$ cat src/rtl/magma_block_cipher_macros.svh
// ----------------------------------------------------------------------------
// Magma cipher assertion macros
// Shared property shorthands for the cipher's concurrent assertions.
// ----------------------------------------------------------------------------
`ifndef MAGMA_BLOCK_CIPHER_MACROS_SVH
`define MAGMA_BLOCK_CIPHER_MACROS_SVH

// Same-cycle implication, checked on every clock edge outside reset.
`define MAGMA_ASSERT_NOW(lbl, ante, cons, msg) \
  lbl: assert property (@(posedge clk) disable iff (!rst_n) (ante) |-> (cons)) else $error(msg);

// Next-cycle implication, checked on every clock edge outside reset.
`define MAGMA_ASSERT_NEXT(lbl, ante, cons, msg) \
  lbl: assert property (@(posedge clk) disable iff (!rst_n) (ante) |=> (cons)) else $error(msg);

`endif

$ cat src/rtl/magma_pkg.sv
// ----------------------------------------------------------------------------
// Magma cipher package
// Round count, stage payload type, S-box table and the round function.
// ----------------------------------------------------------------------------
`default_nettype none

package magma_pkg;

  localparam int ROUNDS    = 32;
  localparam int KEY_WORDS = 8;
  localparam int KEY_IDX_W = $clog2(KEY_WORDS);

  typedef logic [31:0] word_t;
  typedef word_t key_arr_t [KEY_WORDS];

  // Payload carried from one round stage to the next.
  typedef struct packed {
    logic  action;
    word_t a1;
    word_t a0;
  } stage_t;

  localparam logic [3:0] SBOX [8][16] = '{
    '{4'hc, 4'h4, 4'h6, 4'h2, 4'ha, 4'h5, 4'hb, 4'h9,
      4'he, 4'h8, 4'hd, 4'h7, 4'h0, 4'h3, 4'hf, 4'h1},
    '{4'h6, 4'h8, 4'h2, 4'h3, 4'h9, 4'ha, 4'h5, 4'hc,
      4'h1, 4'he, 4'h4, 4'h7, 4'hb, 4'hd, 4'h0, 4'hf},
    '{4'hb, 4'h3, 4'h5, 4'h8, 4'h2, 4'hf, 4'ha, 4'hd,
      4'he, 4'h1, 4'h7, 4'h4, 4'hc, 4'h9, 4'h6, 4'h0},
    '{4'hc, 4'h8, 4'h2, 4'h1, 4'hd, 4'h4, 4'hf, 4'h6,
      4'h7, 4'h0, 4'ha, 4'h5, 4'h3, 4'he, 4'h9, 4'hb},
    '{4'h7, 4'hf, 4'h5, 4'ha, 4'h8, 4'h1, 4'h6, 4'hd,
      4'h0, 4'h9, 4'h3, 4'he, 4'hb, 4'h4, 4'h2, 4'hc},
    '{4'h5, 4'hd, 4'hf, 4'h6, 4'h9, 4'h2, 4'hc, 4'ha,
      4'hb, 4'h7, 4'h8, 4'h1, 4'h4, 4'h3, 4'he, 4'h0},
    '{4'h8, 4'he, 4'h2, 4'h5, 4'h6, 4'h9, 4'h1, 4'hc,
      4'hf, 4'h4, 4'hb, 4'h0, 4'hd, 4'ha, 4'h3, 4'h7},
    '{4'h1, 4'h7, 4'he, 4'hd, 4'h0, 4'h5, 4'h8, 4'h3,
      4'h4, 4'hf, 4'ha, 4'h6, 4'h9, 4'hc, 4'hb, 4'h2}
  };

  // Subkey index of encryption round r: K1..K8 three times, then K8..K1.
  function automatic logic [KEY_IDX_W-1:0] enc_key_idx(input int r);
    logic [KEY_IDX_W-1:0] low;
    low = KEY_IDX_W'(r);
    if (r < 3 * KEY_WORDS) begin
      return low;
    end
    return KEY_IDX_W'(KEY_WORDS - 1) - low;
  endfunction

  // Key addition, nibble substitution and rotation left by eleven.
  function automatic word_t round_fn(input word_t k, input word_t x);
    word_t s;
    word_t t;
    s = x + k;
    for (int n = 0; n < 8; n++) begin
      t[4*n +: 4] = SBOX[n][s[4*n +: 4]];
    end
    return {t[20:0], t[31:21]};
  endfunction

endpackage

`default_nettype wire

$ cat src/rtl/magma_cell.sv
// ----------------------------------------------------------------------------
// Magma round cell
// One Feistel round with its own stage register and transfer handshake.
// ----------------------------------------------------------------------------
`default_nettype none

module magma_cell
  import magma_pkg::*;
#(
  parameter int ROUND = 0
) (
  input  wire logic     clk,
  input  wire logic     rst_n,
  input  wire key_arr_t key_words,
  input  wire logic     up_valid,
  output logic          up_ready,
  input  wire stage_t   up_data,
  output logic          dn_valid,
  input  wire logic     dn_ready,
  output stage_t        dn_data
);

  localparam logic [KEY_IDX_W-1:0] ENC_IDX = enc_key_idx(ROUND);
  localparam logic [KEY_IDX_W-1:0] DEC_IDX = enc_key_idx(ROUNDS - 1 - ROUND);
  localparam bit                   LAST    = (ROUND == ROUNDS - 1);

  logic   valid_r;
  stage_t data_r;
  stage_t data_nxt;
  word_t  subkey;
  word_t  mixed;

  always_comb begin
    subkey = up_data.action ? key_words[DEC_IDX] : key_words[ENC_IDX];
    mixed  = up_data.a1 ^ round_fn(subkey, up_data.a0);
    data_nxt.action = up_data.action;
    // The final round leaves the halves in place.
    if (LAST) begin
      data_nxt.a1 = mixed;
      data_nxt.a0 = up_data.a0;
    end else begin
      data_nxt.a1 = up_data.a0;
      data_nxt.a0 = mixed;
    end
  end

  assign up_ready = !valid_r || dn_ready;
  assign dn_valid = valid_r;
  assign dn_data  = data_r;

  always_ff @(posedge clk) begin
    if (!rst_n) begin
      valid_r <= 1'b0;
    end else if (up_ready) begin
      valid_r <= up_valid;
    end
  end

  always_ff @(posedge clk) begin
    if (up_valid && up_ready) begin
      data_r <= data_nxt;
    end
  end

endmodule

`default_nettype wire

$ cat config.mk
export PLATFORM = sky130hd
export DESIGN_NAME = magma_cell
export DESIGN_NICKNAME = d
export VERILOG_FILES = /design/src/rtl/magma_block_cipher_macros.svh /design/src/rtl/magma_pkg.sv /design/src/rtl/magma_cell.sv
export SDC_FILE = /design/constraint.sdc
export NUM_CORES = 1
export LEC_CHECK = 0
export ABC_AREA = 1
export BUFFER_PORTS_ARGS = -buffer_cell sky130_fd_sc_hd__buf_2
export CORE_ASPECT_RATIO = 0.5
export CORE_MARGIN = 2
export CORE_UTILIZATION = 35
export DETAILED_ROUTE_END_ITERATION = 8
export PLACE_DENSITY = 0.71
export SLEW_MARGIN = 15
export SYNTH_ARGS = -nofsm -noshare
export SYNTH_HDL_FRONTEND = slang
export SYNTH_SLANG_ARGS = --single-unit
$ cat constraint.sdc
create_clock -name clk -period 6.75 [get_ports clk]
set_clock_uncertainty 0.05 [all_clocks]
set_input_delay 1.35 -clock clk [delete_from_list [all_inputs] [get_ports clk]]
set_output_delay 1.35 -clock clk [all_outputs]
set_load 0.05 [all_outputs]
After elaboration in Yosys (flattened, before gate mapping):

Memory sizes are Yosys's and may differ from the RTL's.
Index checks and enable logic that the tools add are counted.
Widths: inputs -> output; s select.

* add/subtract/negate cells: 1
* bitwise gates (word level): 9
* order comparisons: 8
* reductions and logical operators: 3
* muxes and demuxes: 16

Operators by type and width (number)
* $mux 4: 16
* $ge 5x5->1 const B: 8
* $not 4->5: 8
* $add 32x32->32: 1
* $xor 32x32->32: 1
* $logic_and 1x1->1: 1
* $logic_not 1->1: 1
* $logic_or 1x1->1: 1

* output and inout bits: 67
* input bits: 325
* logic and storage cells: 49
* ROM bits: 512
* bits in registers: 66
* memories kept: 8

Memories
* (no name shown): words 16, bits a word 4, rd ports 1, clocked after Yosys merged registers in 0, wr ports 0, line magma_pkg.sv:58 `t[4*n +: 4] = SBOX[n][s[4*n +: 4]];`
* (no name shown): words 16, bits a word 4, rd ports 1, clocked after Yosys merged registers in 0, wr ports 0, line magma_pkg.sv:58
* (no name shown): words 16, bits a word 4, rd ports 1, clocked after Yosys merged registers in 0, wr ports 0, line magma_pkg.sv:58
* (no name shown): words 16, bits a word 4, rd ports 1, clocked after Yosys merged registers in 0, wr ports 0, line magma_pkg.sv:58
* (no name shown): words 16, bits a word 4, rd ports 1, clocked after Yosys merged registers in 0, wr ports 0, line magma_pkg.sv:58
* (no name shown): words 16, bits a word 4, rd ports 1, clocked after Yosys merged registers in 0, wr ports 0, line magma_pkg.sv:58
* +2 memories

Depth between registers and ports, before layout:

* depth after elaboration: 6
* mapped depth: 23
* depth with buffers taken out: 23

Worst setup path before layout:

OpenSTA, ideal clock, no wires.

* path kind: in2reg
* start point: input port up_valid
* end point: register data_r, in the netlist dn_data[0] (enable)
* library setup time: 509 ps
* slack: 1648 ps
* data arrival time: 4543 ps
* data required time: 6191 ps
* stages: 2
* buffers on the path: 0
* cells stage by stage: inv_1 a21oi_1

* cells in the longest elaborated chain, start to end: 1

RTL lines
* from (decl): line magma_cell.sv:15 `input wire logic up_valid,`
* $logic_and 1x1->1: line magma_cell.sv:60 `if (up_valid && up_ready) begin`
* to (signal assigned): line magma_cell.sv:61 `data_r <= data_nxt;`
* to (decl): line magma_cell.sv:28 `stage_t data_r;`

Every way passes these cells.
A chain may end at the register's enable or synchronous reset.

Worst setup path in the final report:

* start point: input port up_data[0] (netlist name)
* end point: register data_r, in the netlist dn_data[24], data pin

* cells in the longest elaborated chain, start to end: 6

RTL lines
* from (decl): line magma_cell.sv:17 `input wire stage_t up_data,`
* $add 32x32->32: line magma_pkg.sv:56 `s = x + k;`
* $not 4->5 (not written as such): line magma_pkg.sv:58
* $mem_v2 16x4
* $mux 4 (not written as such) (2 in a row): line magma_pkg.sv:58
* $xor 32x32->32: line magma_cell.sv:35 `mixed = up_data.a1 ^ round_fn(subkey, up_data.a0);`
* named net mixed[24]: line magma_cell.sv:31 `word_t mixed;`

The timed path passes the listed nets, and every way through them passes these cells. The select of a mux whose other input is x is not followed.

==> run metrics <==
result of the run finished, final reports clean; GR Overflow Total 0; Row Count 34; clock transition at the registers of the reported paths 0.06 ns; remaining number of nets flagged by the antenna check after routing 0; number of synthesized flops with an enable pin 65; clock sink total 66; M2 GR Usage 30.82%; first-pass GRT wire length 27.14 mm; Die Outline Area 18700 um^2; via count of the first global-routing pass 5714; height of the die 97.70 um; min cycle time layout 4.029 ns; number of maximum-capacitance violations 0; Clock Root Buffer sky130_fd_sc_hd__clkbuf_16; number of DRC violations after detailed routing 0; mean instance size in the synthesized netlist 7.048 um^2; total of cells resized after clock tree synthesis 0; CTS hold repair buffers 0; total CTS buffers 9; layout net count 1444; largest buffer count on any clock path 2; cell family with most CP delay simple AND/OR/NAND/NOR gates; Post-CTS Setup Bufs 0; Critical Path Start Type input pin; Avg Vias per Cell 4.628; worst slew pin tran 0.8633 ns; Sw Pwr 0.0008000 W; effective utilization at floorplan 35.58%; FMAX 248.2 MHz; CP bufs+invs 4; sequential cell area fraction in the yosys report 32.08%; synthesis-to-layout area growth 24.33%; GRT Resource Usage Total 18.67%; met1 global-route usage 22.40%; routability congestion estimate from global placement 0.8916; maximum level of the CTS H-tree 3; relative contribution of combinational cells to total power 44.3%; drt first-iter violations 295; Post-Synthesis Cell Area 6146 um^2; leading cell types by count after synthesis sky130_fd_sc_hd__nand2_1, sky130_fd_sc_hd__inv_1, sky130_fd_sc_hd__ha_1; Top Usage Layer GRT met2; slew margin rel. 42.45%; cell with the largest stage delay on the worst path sky130_fd_sc_hd__fa_1; met3 track demand over resource in global routing 4.767%; path class of the lowest-slack min-delay path flip-flop to flip-flop; element type at the critical path end flip-flop; data required time of the worst path 6.80 ns; hold violation total from the final report 0; top post-synthesis cells by area sky130_fd_sc_hd__edfxtp_1, sky130_fd_sc_hd__nand2_1, sky130_fd_sc_hd__ha_1; placed wire-length estimate after detailed placement 14.47 mm; buffers added on ports 167; number of antenna violations at the first check in global routing 13; routed wirelength normalized by instance count 13.46 um; delay of the slowest cell on the worst path 0.41 ns; largest fanout on the critical path 6; # setup viols final 0; share of post-route cells with drive strength above 1 19.72%; total wire length 17.48 mm; maximum number of pins on one net before global-route repair 66; clock network power share 27.8%; Post-Synthesis Cells 872; leading register cell type out of synthesis sky130_fd_sc_hd__edfxtp_1; Worst Setup Path Type input pin to flip-flop; switching share of power 41.39%; Pint 0.001133 W; pre-CTS setup slack 2.373 ns; asr flop ratio synth 0%; overall power after layout 0.001933 W; Yosys top cell area share 31.76%; Chip Width 191.4 um; I/O pin count 392; Synth Warn # 0; critical path arrival 4.08 ns; count of final max-slew check failures 0; syn nets 1266; most used standard cell by instance count after synthesis sky130_fd_sc_hd__nand2_1; clk_lat worst skew 0.34 ns; setup repair after global routing missed its margin false; cell type with the highest aggregate area in the netlist sky130_fd_sc_hd__edfxtp_1; Final Worst Setup Slack 2.721 ns; core footprint 17270 um^2; pwr dens 253.0 nW/um^2; number of detailed-routing iterations run before antenna repair 5; worst voltage drop across the vdd grid 103.2 uV; Netlist cell types 38; setup TNS 0 ns; flop2flop setup slack 5.11 ns; reported leakage power 4.111 nW; via count 6012; crit share post-route 59.69%; sequence of cells on the critical path buf_2, ha_1, inv_1, fa_1, inv_1, nand3_1, nand2_2, nand2_1, nand2_1, nand2_1, nand2_2, xor2_2, inv_1, ha_1, or2_2, o211ai_2, nand2_1, nand2_1, nand2_1; Sequential Power Share 27.8%; clock tree from TritonCTS yes; dominant cell type by count on the critical path sky130_fd_sc_hd__nand2_1; register bit count reported by yosys 66
## cell type report
class | count | area, um^2
fill | 1797 | 9630
multi-input combinational | 667 | 3660
clock buffer | 12 | 256.5
antenna | 10 | 25.02
inverter | 138 | 518.0
timing repair buffer | 168 | 843.3
tap | 234 | 292.8
sequential | 66 | 1972
clock inverter | 4 | 73.82
## flip-flops by register name, indices dropped and copies added, names as in the netlist
register	flops
dn_valid	1
dn_data	65
## cell families (layout without fill, tap and decap cells)
family	count (synthesis)	count (layout)	share of synthesized area, %
simple gates	489	489	32.84
buf+inv	139	322	8.550
xor+xnor	33	33	5.191
fa+ha+maj	69	69	14.17
other cells	0	10	0
flops	66	66	32.08
compound gates	76	76	7.166
## final timing paths
check             start     endpoint  cells past startpoint
max          up_data[0]  dn_data[24]                     19
max reg2reg    dn_valid  dn_data[56]                      2
min reg2reg    dn_valid     dn_valid                      2
min            dn_valid     dn_valid                      2
## cell usage in the layout (no fill, tap or decap), types with 10 or more instances in the layout
cell type,count
sky130_fd_sc_hd__nand3b_1,10
sky130_fd_sc_hd__a21oi_1,24
sky130_fd_sc_hd__inv_1,137
sky130_fd_sc_hd__buf_2,167
sky130_fd_sc_hd__diode_2,10
sky130_fd_sc_hd__edfxtp_1,65
sky130_fd_sc_hd__nor2_1,55
sky130_fd_sc_hd__o21ai_0,27
sky130_fd_sc_hd__ha_1,68
sky130_fd_sc_hd__xor2_1,14
sky130_fd_sc_hd__xnor2_1,15
sky130_fd_sc_hd__nand3_1,66
sky130_fd_sc_hd__nand2_1,335
## per-stage QoR
stage	utilization (%)	cells	hold WS [ns]	instance area, um^2
floorplan	-	872	1.057	6146
global placement	42.18	1273	0.4759	7286
detailed placement	42.18	1273	0.4951	7286
CTS	44.10	1289	0.5070	7616
global route	44.21	1297	0.5541	7636
finish	44.24	1299	0.5061	7641
## power groups by stage
stage	Combinational [W]	Sequential, W	Clock, W
after floorplan	0.000474	0.000732	0
after global placement	0.000830	0.000547	0
after detailed placement	0.000852	0.000547	0
after CTS	0.000857	0.000539	0.000550
after global routing	0.000956	0.000544	0.000558
final	0.000857	0.000538	0.000538
## routing by layer
| layer | part of all wire [%] | vias up |
|---|---|---|
| met2 | 46 | 141 |
| met4 | 3.6 | 4 |
| li1 | - | 3136 |
| met5 | 0.12 | - |
| met1 | 44 | 2694 |
| met3 | 5.7 | 37 |
## worst min-delay path, stage by stage, from the launching register on
cell and delay (ns):
sky130_fd_sc_hd__dfxtp_1 0.35, sky130_fd_sc_hd__nand2_1 0.09, sky130_fd_sc_hd__a21boi_0 0.07
Power figures use the tool's default switching activity.
